`config.mk`:
```
export PLATFORM = sky130hd
export DESIGN_NAME = associative_set_table_top
export DESIGN_NICKNAME = d
export VERILOG_FILES = /design/src/rtl/ast_pkg.sv /design/src/rtl/ast_cell.sv /design/src/rtl/associative_set_table_top.sv
export SDC_FILE = /design/constraint.sdc
export NUM_CORES = 1
export LEC_CHECK = 0
export BUFFER_PORTS_ARGS = -buffer_cell sky130_fd_sc_hd__buf_4
export CAP_MARGIN = 20
export CELL_PAD_IN_SITES_DETAIL_PLACEMENT = 0
export CELL_PAD_IN_SITES_GLOBAL_PLACEMENT = 1
export CORE_MARGIN = 4
export CORE_UTILIZATION = 40
export CTS_CLUSTER_DIAMETER = 80
export DETAILED_ROUTE_END_ITERATION = 8
export MAX_ROUTING_LAYER = met4
export PLACE_DENSITY_LB_ADDON = 0.1
export SLEW_MARGIN = 20
export SYNTH_ARGS = -nofsm -noshare
export SYNTH_HDL_FRONTEND = slang
export SYNTH_SLANG_ARGS = --single-unit
```
`constraint.sdc`:
```
create_clock -name i_clk -period 5.2 [get_ports i_clk]
set_input_delay 0.26 -clock i_clk [delete_from_list [all_inputs] [get_ports i_clk]]
set_output_delay 0.26 -clock i_clk [all_outputs]
set_load 0.02 [all_outputs]
```
`src/rtl/ast_pkg.sv`:
```
// Package with shared types and constants for the associative set table.
package ast_pkg;

    localparam int CAPACITY_DEF    = 16;
    localparam int VALUE_WIDTH_DEF = 32;

    localparam int FUNC_W      = 2;
    localparam int ITEM_W      = 32;
    localparam int STATUS_W    = 3;
    localparam int COUNT_W     = 5;
    localparam int IN_TDATA_W  = 32;
    localparam int IN_TUSER_W  = 8;
    localparam int OUT_TDATA_W = 16;

    typedef enum logic [FUNC_W-1:0] {
        FN_LOOKUP = 2'd0,
        FN_INSERT = 2'd1,
        FN_REMOVE = 2'd2,
        FN_CLEAR  = 2'd3
    } t_func;

    typedef enum logic [STATUS_W-1:0] {
        SS_DONE      = 3'd0,
        SS_PRESENT   = 3'd1,
        SS_FULL      = 3'd2,
        SS_NOT_FOUND = 3'd3,
        SS_EMPTY     = 3'd4
    } t_status;

    typedef enum logic [1:0] {
        ST_IDLE,
        ST_WALK,
        ST_FIN
    } t_state;

    typedef struct packed {
        logic  active;
        t_func func;
        logic  hit;
        logic  free_found;
    } t_tok;

endpackage

```
`src/rtl/ast_cell.sv`:
```
// One slot of the set table that checks a passing request and hands it to the next slot.
module ast_cell #(
    parameter int VALUE_WIDTH = ast_pkg::VALUE_WIDTH_DEF
) (
    input  logic                   i_clk,
    input  logic                   i_rst_n,
    input  ast_pkg::t_tok          i_tok,
    input  logic [VALUE_WIDTH-1:0] i_val,
    input  logic                   i_commit_ins,
    input  logic                   i_clear,
    output ast_pkg::t_tok          o_tok,
    output logic [VALUE_WIDTH-1:0] o_val
);
    import ast_pkg::*;

    logic                   r_valid;
    logic                   n_valid;
    logic                   r_claim;
    logic                   n_claim;
    logic [VALUE_WIDTH-1:0] r_value;
    logic [VALUE_WIDTH-1:0] n_value;
    t_tok                   r_tok;
    t_tok                   n_tok;
    logic [VALUE_WIDTH-1:0] r_val_out;
    logic                   w_match;
    logic                   w_take;

    assign w_match = r_valid && (r_value == i_val);
    assign w_take  = i_tok.active && (i_tok.func == FN_INSERT) && !i_tok.free_found
                     && !r_valid;

    always_comb begin
        n_tok   = i_tok;
        n_claim = r_claim;
        n_value = r_value;
        n_valid = r_valid;
        if (i_tok.active) begin
            n_tok.hit        = i_tok.hit | w_match;
            n_tok.free_found = i_tok.free_found | !r_valid;
            n_claim          = w_take;
        end
        if (w_take) begin
            n_value = i_val;
        end
        if (i_clear) begin
            n_valid = 1'b0;
        end else if (i_commit_ins && r_claim) begin
            n_valid = 1'b1;
        end else if (i_tok.active && (i_tok.func == FN_REMOVE) && w_match) begin
            n_valid = 1'b0;
        end
    end

    always_ff @(posedge i_clk) begin
        if (!i_rst_n) begin
            r_valid <= 1'b0;
            r_claim <= 1'b0;
            r_tok   <= '0;
        end else begin
            r_valid <= n_valid;
            r_claim <= n_claim;
            r_tok   <= n_tok;
        end
    end

    always_ff @(posedge i_clk) begin
        r_value   <= n_value;
        r_val_out <= i_val;
    end

    assign o_tok = r_tok;
    assign o_val = r_val_out;

endmodule

```
`src/rtl/associative_set_table_top.sv`:
```
// Top level of the associative set table: request control, slot chain and result register.
// Requests are taken one at a time: the request walks the slot chain one slot per cycle, is
// then committed and loads the result register, and the next request is taken only back in
// the idle state; a result held by the sink stalls the commit.
// Reset (synchronous, active low) empties the set and clears all control state.
module associative_set_table_top #(
    parameter int CAPACITY    = ast_pkg::CAPACITY_DEF,
    parameter int VALUE_WIDTH = ast_pkg::VALUE_WIDTH_DEF
) (
    input  logic                            i_clk,
    input  logic                            i_rst_n,
    input  logic                            i_s_tvalid,
    output logic                            o_s_tready,
    input  logic [ast_pkg::IN_TDATA_W-1:0]  i_s_tdata,  // item_value[31:0]
    input  logic [ast_pkg::IN_TUSER_W-1:0]  i_s_tuser,  // func[1:0], zeros above
    output logic                            o_m_tvalid,
    input  logic                            i_m_tready,
    output logic [ast_pkg::OUT_TDATA_W-1:0] o_m_tdata   // status[2:0], present[3],
                                                        // now_empty[4], member_count[9:5]
);
    import ast_pkg::*;

    localparam int CNT_W = $clog2(CAPACITY + 1);

    t_state                 r_state;
    t_state                 n_state;
    t_tok                   w_tok [CAPACITY+1];
    logic [VALUE_WIDTH-1:0] w_val [CAPACITY+1];
    t_tok                   r_fin;
    logic [CNT_W-1:0]       r_count;
    logic [CNT_W-1:0]       n_count;
    logic                   r_out_valid;
    logic [OUT_TDATA_W-1:0] r_out_data;
    logic                   w_accept;
    logic                   w_commit;
    logic                   w_commit_ins;
    logic                   w_clear;
    t_status                w_status;
    logic                   w_present;

    assign w_accept = i_s_tvalid && o_s_tready;

    always_comb begin
        w_tok[0]            = '0;
        w_tok[0].active     = w_accept;
        w_tok[0].func       = t_func'(i_s_tuser[FUNC_W-1:0]);
        w_val[0]            = VALUE_WIDTH'(i_s_tdata[ITEM_W-1:0]);
    end

    for (genvar g = 0; g < CAPACITY; g++) begin : g_cell
        ast_cell #(
            .VALUE_WIDTH (VALUE_WIDTH)
        ) u_cell (
            .i_clk        (i_clk),
            .i_rst_n      (i_rst_n),
            .i_tok        (w_tok[g]),
            .i_val        (w_val[g]),
            .i_commit_ins (w_commit_ins),
            .i_clear      (w_clear),
            .o_tok        (w_tok[g+1]),
            .o_val        (w_val[g+1])
        );
    end

    always_comb begin
        n_state = r_state;
        unique case (r_state)
            ST_IDLE: begin
                if (w_accept) begin
                    n_state = ST_WALK;
                end
            end
            ST_WALK: begin
                if (w_tok[CAPACITY].active) begin
                    n_state = ST_FIN;
                end
            end
            ST_FIN: begin
                if (!r_out_valid || i_m_tready) begin
                    n_state = ST_IDLE;
                end
            end
            default: n_state = ST_IDLE;
        endcase
    end

    always_comb begin
        o_s_tready   = (r_state == ST_IDLE);
        w_commit     = (r_state == ST_FIN) && (!r_out_valid || i_m_tready);
        w_commit_ins = 1'b0;
        w_clear      = 1'b0;
        n_count      = r_count;
        w_status     = SS_DONE;
        w_present    = r_fin.hit;
        unique case (r_fin.func)
            FN_LOOKUP: begin
            end
            FN_INSERT: begin
                if (r_fin.hit) begin
                    w_status = SS_PRESENT;
                end else if (!r_fin.free_found) begin
                    w_status = SS_FULL;
                end else begin
                    w_commit_ins = w_commit;
                    n_count      = r_count + CNT_W'(1);
                end
            end
            FN_REMOVE: begin
                if (r_count == '0) begin
                    w_status  = SS_EMPTY;
                    w_present = 1'b0;
                end else if (r_fin.hit) begin
                    n_count = r_count - CNT_W'(1);
                end else begin
                    w_status = SS_NOT_FOUND;
                end
            end
            FN_CLEAR: begin
                w_present = 1'b0;
                w_clear   = w_commit;
                n_count   = '0;
            end
            default: begin
            end
        endcase
    end

    always_ff @(posedge i_clk) begin
        if (!i_rst_n) begin
            r_state     <= ST_IDLE;
            r_fin       <= '0;
            r_count     <= '0;
            r_out_valid <= 1'b0;
        end else begin
            r_state <= n_state;
            if ((r_state == ST_WALK) && w_tok[CAPACITY].active) begin
                r_fin <= w_tok[CAPACITY];
            end
            if (w_commit) begin
                r_count     <= n_count;
                r_out_valid <= 1'b1;
            end else if (i_m_tready) begin
                r_out_valid <= 1'b0;
            end
        end
    end

    always_ff @(posedge i_clk) begin
        if (w_commit) begin
            r_out_data <= OUT_TDATA_W'({COUNT_W'(n_count), (n_count == '0), w_present,
                                        w_status});
        end
    end

    assign o_m_tvalid = r_out_valid;
    assign o_m_tdata  = r_out_data;

    a_idle_chain_quiet: assert property (@(posedge i_clk) disable iff (!i_rst_n)
        (r_state == ST_IDLE) |-> !w_tok[CAPACITY].active)
        else $error("request reached end of slot chain while idle");

    a_count_bound: assert property (@(posedge i_clk) disable iff (!i_rst_n)
        r_count <= CNT_W'(CAPACITY))
        else $error("member count exceeds capacity");

    a_result_from_fin: assert property (@(posedge i_clk) disable iff (!i_rst_n)
        w_accept |=> !o_s_tready)
        else $error("new request taken while one is in the chain");

    a_commit_one_kind: assert property (@(posedge i_clk) disable iff (!i_rst_n)
        $onehot0({w_commit_ins, w_clear}))
        else $error("insert commit and clear at once");

endmodule

```
======== Word level (Yosys, flattened, before mapping) ========
Index checks and enable logic that the tools add are counted.
storage, ports and cells
  bits of input ports ..................... 44
  register bits after elaboration ......... 1126
  word-level logic and storage cells ...... 462
  output and inout port bits .............. 18
cells by class
  mux-type cells .......................... 69
  add/subtract/negate cells ............... 2
  eq/ne operators ......................... 56
  reductions and logical operators ........ 170
  bitwise gates (word level) .............. 31
operator list
  kind                                                   number
  == test 32 bit                                         16
  logical AND 1 bit                                      114
  2-to-1 mux 2 bit                                       21
  2-to-1 mux 1 bit                                       39
  == test 2 bit, second input constant                   19
  == test 2 x 1 -> 1 bit, second input constant          18
  nonzero test 2 bit                                     17
  zero test 1 bit                                        32
  OR 1 bit                                               30
  2-to-1 mux 5 bit                                       4
  case mux 5 bit (3 select lines)                        1
  zero test 5 bit                                        2
  inequality test 2 x 1 -> 1 bit, second input constant  3
  case mux 2 bit (3 select lines)                        1
  case mux 3 bit (2 select lines)                        1
  adder 5 x 1 -> 5 bit, second input constant            1
  subtractor 5 x 1 -> 5 bit, second input constant       1
  2-to-1 mux 3 bit                                       1
  AND reduction 3 bit                                    1
  zero test 2 bit                                        1
  case mux 1 bit (2 select lines)                        1
  AND reduction 2 bit                                    1
  OR reduction 2 bit                                     1
  logical OR 1 bit                                       1
  NOT 1 bit                                              1

======== Longest topological paths before layout ========
  depth after elaboration ................. 8
  gate-level depth with buffers ........... 8
  depth with buffers taken out ............ 7

======== Modules after synthesis ========
A second synthesis with hierarchy kept.
second synthesis, totals
  cells, all modules ...................... 2228
  area total of the unflattened synthesis .. 36231.0 µm²
modules (own cells, without submodules)
  module                     area an instance (µm²)  instances  seq. area each (µm²)  cells each
  ast_cell                   2183.3                  16         1741.7                131
  associative_set_table_top  1297.5                  1          540.5                 132

======== Worst setup path after synthesis ========
OpenSTA, ideal clock, no wires.
  kind .................................... register -> register
  start point ............................. reg r_state[1]
  end point ............................... reg g_cell[0].u_cell.r_value[0] (enable)
  required time ........................... 4684 ps
  clock period less this slack ............ 4793 ps
  path buffers ............................ 0
  data arrival time ....................... 4277 ps
  library setup time ...................... 516 ps
  slack ................................... 407 ps
  stages on the path, launching flop included .. 4
  path through ............................ dfxtp_1 > nor2_1 > nand2_1 > nor4b_1
on the way
  word-level cells in the longest chain between the ends .. 4
ends and longest elaborated chain
  what                         RTL line                          RTL
  from (decl)                  associative_set_table_top.sv:25   t_state r_state;
  from (signal assigned)       associative_set_table_top.sv:135  r_state <= n_state;
  zero test 2 bit              associative_set_table_top.sv:88   o_s_tready = (r_state == ST_IDLE);
  via o_s_tready               associative_set_table_top.sv:13   output logic o_s_tready,
  logical AND 1 bit            associative_set_table_top.sv:41   assign w_accept = i_s_tvalid && o_s_tready;
  logical AND 1 bit            ast_cell.sv:29                    assign w_take = i_tok.active && (i_tok.func == FN_INSERT) && !i_tok.free_found
  logical AND 1 bit            ast_cell.sv:30                    && !r_valid;
  via g_cell[0].u_cell.w_take  ast_cell.sv:26                    logic w_take;
  to (signal assigned)         ast_cell.sv:67                    r_value <= n_value;
  to (decl)                    ast_cell.sv:20                    logic [VALUE_WIDTH-1:0] r_value;
The timed path passes the listed nets, and every way through them passes these cells.
A chain may end at the register's enable or synchronous reset.

======== Worst setup path after layout ========
  start point ............................. reg r_state[0]
  end point ............................... reg g_cell[1].u_cell.r_valid
on the way
  word-level cells in the longest chain between the ends .. 7
  elaborated cells on any way between the ends .. 10
  classes of those cells .................. eq/ne: 1; mux: 5; reduce/logical: 4
ends and longest elaborated chain
  what                                                           RTL line                          RTL
  == test 2 bit *                                                associative_set_table_top.sv:89   w_commit = (r_state == ST_FIN) && (!r_out_valid || i_m_tready);
  logical AND 1 bit *                                            associative_set_table_top.sv:89
  via w_commit                                                   associative_set_table_top.sv:35   logic w_commit;
  2-to-1 mux 1 bit                                               associative_set_table_top.sv:101  end else if (!r_fin.free_found) begin
  2-to-1 mux 1 bit                                               associative_set_table_top.sv:99   if (r_fin.hit) begin
  2-to-1 mux 1 bit                                               associative_set_table_top.sv:95   unique case (r_fin.func)
  logical AND 1 bit                                              ast_cell.sv:47                    end else if (i_commit_ins && r_claim) begin
  2-to-1 mux 1 bit / nonzero test 2 bit (equally long branches)  -
  to (signal assigned)                                           ast_cell.sv:60                    r_valid <= n_valid;
  to (decl)                                                      ast_cell.sv:16                    logic r_valid;
The timed path passes the listed nets; every way through them passes the cells marked *.

==> impl_metrics.json <==
{
  "peakVddDrop_mv": 0.292,
  "antenna_left": 0,
  "path_class": "reg2reg",
  "drt-pass1-iter-count": 4,
  "boundaryPins": 62,
  "initial_core_utilization_pct": 40.3,
  "post_cts_buffers": 0,
  "setup_violations": 0,
  "routed_wire_length_per_instance_um": 18.6,
  "unrepaired_setup_endpoints_after_global_routing": "no",
  "nets": 2485,
  "grt_max_degree": 61,
  "synth_cells": 2237,
  "power.density_mw_per_mm2": 430,
  "cts.htree.levels": 3,
  "synth_area_sq_mm": 0.0357,
  "synth_unique_cells": 58,
  "pwr-share-seq_pct": 54.3,
  "worst_clock_skew_ps": 24.3,
  "endpoint_kind": "register",
  "cts.clk_slew.worst_paths_ps": 60,
  "worst-r2r-cell-count": 5,
  "critical_path.n_buffers_inverters": 0,
  "routabilityCongestion": 0.734,
  "ratio_of_cells_with_drive_above_1_in_the_final_layout_pct": 10.7,
  "static-leakage-power_uw": 0.0149,
  "floorplan.rows": 109,
  "regArea_sq_mm": 0.0278,
  "layout.filler_cells": 7641,
  "tightestPinTransition_ps": 1000,
  "share_of_the_clock_period_used_by_the_worst_path_after_layout_pct": 46.3,
  "post_route_worst_hold_slack_ps": 134,
  "worstReg2RegStart": "r_state[0]",
  "via_count_of_the_first_global_routing_pass": 17514,
  "cp_top_family": "simple AND/OR/NAND/NOR gates",
  "max_freq_ghz": 0.415,
  "vias_after_detailed_routing": 16971,
  "final_critical_path_setup_slack_ps": 2790,
  "grt_first_pass_wirelength_um": 106000,
  "worst-path-stages": 5,
  "report.final.hold_viol_count": 0,
  "timing.critical_path.fanout_max": 17,
  "reg2reg_slack_ps": 2790,
  "tritoncts_clock_tree": "done",
  "critPathSlowestCell": "sky130_fd_sc_hd__a21o_1",
  "combPwrFrac_pct": 1.6,
  "run_status": "complete, no violations",
  "async_reset_ff_share_pct": 0,
  "post-route-drc-count": 0,
  "grt_remaining_overflow": 0,
  "internal_power_uw": 14200,
  "timing.slew.headroom_pct": 32.9,
  "cts-root-to-sink-buffers": 3,
  "endpoint": "g_cell[1].u_cell.r_valid",
  "min_period_ps": 2410,
  "antenna_found_initial": 1,
  "fp.coreArea_sq_mm": 0.0885,
  "power_frac_clock_pct": 44.2,
  "critical_path.max_stage_delay_ps": 820,
  "setup.worst_path.start": "r_state[0]",
  "cts_made_buffers": 111,
  "synth-seq-cells": 1126,
  "worstSkewPairLatency_ps": 660,
  "synth-warning-count": 0,
  "wirelength_um": 68900,
  "worstHoldPathType": "in2reg",
  "die-width_um": 307,
  "post-dp-hpwl_um": 48300,
  "yosysSeqAreaShare_pct": 77.8,
  "worst_ep_arrival_time_ps": 2950,
  "cp.required_ps": 5740,
  "place.port_buffers": 49,
  "area.growth.synth_to_final_pct": 16.7,
  "synthFlopType": "sky130_fd_sc_hd__dfxtp_1",
  "critical_path.startpoint_type": "register",
  "grtUsageTotal_pct": 15.1,
  "setup_tns_ps": 0,
  "final_max_slew_viol_count": 0,
  "synth_edf_count": 522,
  "crit_chain": "nand2b_1 -> nor2_2 -> a21o_1 -> nor2_1 -> o21a_1",
  "power.switching_fraction_pct": 20.4,
  "die_y_um": 307,
  "detailedPlace.worstSlack_ps": 2560,
  "clkSinkCount": 1126,
  "detailed_router_s_first_iteration_violation_count": 1034,
  "avgViaCountPerCell": 4.59,
  "power.net_switching_uw": 3660,
  "die_area_sq_mm": 0.0941,
  "r2r_end": "g_cell[1].u_cell.r_valid",
  "root_buffer": "sky130_fd_sc_hd__clkbuf_16",
  "multi_input_comb_area_sq_mm": 0.00768,
  "max_cap_violations": 0,
  "synth.avg_cell_area_sq_um": 16.0
}
[cell families after synthesis]
logic type                 after synthesis  share of synthesized area [%]
DFF                                   1126                           77.8
xor gates and xnor gates               493                           12.1
and+or+nand+nor                        412                           6.44
AOI/OAI and AO/OA                      118                           2.37
buffers and inverters                   74                          0.859
muxes                                    7                          0.196
adders and majority gates                6                          0.210
other                                    1                         0.0105
[state kept, by name (all words and copies together) (netlist names)]
name                   cells
g_cell.u_cell.r_claim     16
g_cell.u_cell.r_value    512
g_cell.u_cell.o_val      480
g_cell.u_cell.o_tok       80
r_count                    5
g_cell.u_cell.r_valid     16
o_m_tdata                 10
r_fin                      4
r_state                    2
o_m_tvalid                 1
[metal layers]
metal	track usage, %	share of wire, %	vias up
met4	3.87	2.2	0
met3	2.77	3.0	97
met2	25.2	50	227
met5	-	0	-
li1	-	-	8291
met1	19.1	45	8356
[stage by stage]
stage / power [uW] / utilization, % / cells / cell area [sq um]
2_1_floorplan: 9980 / - / 2242 / 35700
3_3_place_gp: 10200 / 42.5 / 3451 / 37600
3_5_place_dp: 10200 / 42.5 / 3451 / 37600
4_1_cts: 18200 / 47.1 / 3698 / 41700
5_1_grt: 18600 / 47.1 / 3699 / 41700
6_report: 17900 / 47.1 / 3699 / 41700
[power by group through the flow]
stage                     sequential (uW)  combinational (uW)  clock (uW)
after floorplan                      9800                 190           0
after global placement               9920                 263           0
after detailed placement             9930                 264           0
after CTS                            9740                 289        8160
after global routing                 9750                 318        8540
final                                9720                 283        7910
[Yosys cell counts (all sizes together), types with 4 or more instances]
library cell / number / area [sq um]
nor3: 20 / 100
inv: 52 / 195
clkbuf: 9 / 33.8
nand2b: 8 / 57.6
or4: 4 / 33.8
ha: 6 / 75.1
nor2: 80 / 300
xnor2: 100 / 876
or3b: 9 / 78.8
nor4: 107 / 684
o21ai: 7 / 35.0
nor2b: 21 / 131
edfxtp: 522 / 15700
o21a: 23 / 173
nand2: 49 / 184
nand3: 19 / 95.1
and2: 36 / 225
o22ai: 5 / 31.3
o41ai: 15 / 139
nand4: 38 / 238
buf: 13 / 77.6
and3: 8 / 50.1
dfxtp: 604 / 12100
xor2: 393 / 3440
a21oi: 39 / 195
mux2i: 7 / 70.1
[layout by cell type (no fill, tap or decap), types with 5 or more instances in the layout]
master | netlist | layout
sky130_fd_sc_hd__conb_1 | 1 | 6
sky130_fd_sc_hd__nand2b_1 | 7 | 7
sky130_fd_sc_hd__a21oi_1 | 39 | 39
sky130_fd_sc_hd__clkbuf_1 | 9 | 18
sky130_fd_sc_hd__mux2i_1 | 7 | 7
sky130_fd_sc_hd__o22ai_1 | 5 | 5
sky130_fd_sc_hd__and3_1 | 8 | 8
sky130_fd_sc_hd__bufinv_16 | 0 | 8
sky130_fd_sc_hd__nand2_1 | 49 | 49
sky130_fd_sc_hd__nand3_1 | 19 | 19
sky130_fd_sc_hd__nor3_1 | 20 | 11
sky130_fd_sc_hd__dlygate4sd3_1 | 0 | 36
sky130_fd_sc_hd__o21ai_0 | 7 | 7
sky130_fd_sc_hd__nor4_1 | 106 | 106
sky130_fd_sc_hd__ha_1 | 6 | 6
sky130_fd_sc_hd__nor2_1 | 80 | 79
sky130_fd_sc_hd__dfxtp_1 | 604 | 604
sky130_fd_sc_hd__edfxtp_1 | 522 | 522
sky130_fd_sc_hd__xor2_1 | 393 | 393
sky130_fd_sc_hd__buf_4 | 7 | 66
sky130_fd_sc_hd__clkbuf_16 | 0 | 113
sky130_fd_sc_hd__clkinv_1 | 0 | 17
sky130_fd_sc_hd__clkbuf_8 | 0 | 16
sky130_fd_sc_hd__and2_1 | 36 | 36
sky130_fd_sc_hd__xnor2_1 | 100 | 100
sky130_fd_sc_hd__inv_1 | 52 | 51
sky130_fd_sc_hd__o41ai_1 | 14 | 14
sky130_fd_sc_hd__nand4_1 | 38 | 38
sky130_fd_sc_hd__o21a_1 | 23 | 23
sky130_fd_sc_hd__nor3_2 | 0 | 9
sky130_fd_sc_hd__or3b_2 | 9 | 9
sky130_fd_sc_hd__nor2b_1 | 21 | 21
sky130_fd_sc_hd__clkinv_2 | 0 | 25
sky130_fd_sc_hd__clkinvlp_4 | 0 | 7
[what timing repair did]
action / 4_1_cts / 5_1_grt
resized for setup: 0 / 0
hold endpoints to repair: 73 / 0
hold buffers: 36 / 0
[worst min-delay path by stage]
stage | depth (start not counted) | startpoint | slack, ps | endpoint
finish | 2 | i_rst_n | 130 | g_cell[4].u_cell.o_tok[1]
global route | 2 | i_rst_n | 130 | r_count[4]
CTS | 2 | i_rst_n | 90 | g_cell[5].u_cell.o_tok[1]
detailed placement | 0 | g_cell[10].u_cell.o_val[25] | 360 | g_cell[11].u_cell.o_val[25]
global placement | 0 | g_cell[10].u_cell.o_val[25] | 370 | g_cell[11].u_cell.o_val[25]
floorplan | 0 | i_s_tdata[0] | 290 | g_cell[0].u_cell.o_val[0]
[area by class of cell]
cell class	count	share of cell area (%)
Antenna cell	1	0.00601
Multi-Input combinational cell	1042	18.4
Inverter	52	0.469
Clock buffer	147	7.48
Timing Repair Buffer	102	2.05
Tap cell	1165	3.50
Clock inverter	64	1.40
Sequential cell	1126	66.6
Note: power is estimated with default switching activity, not from simulation.
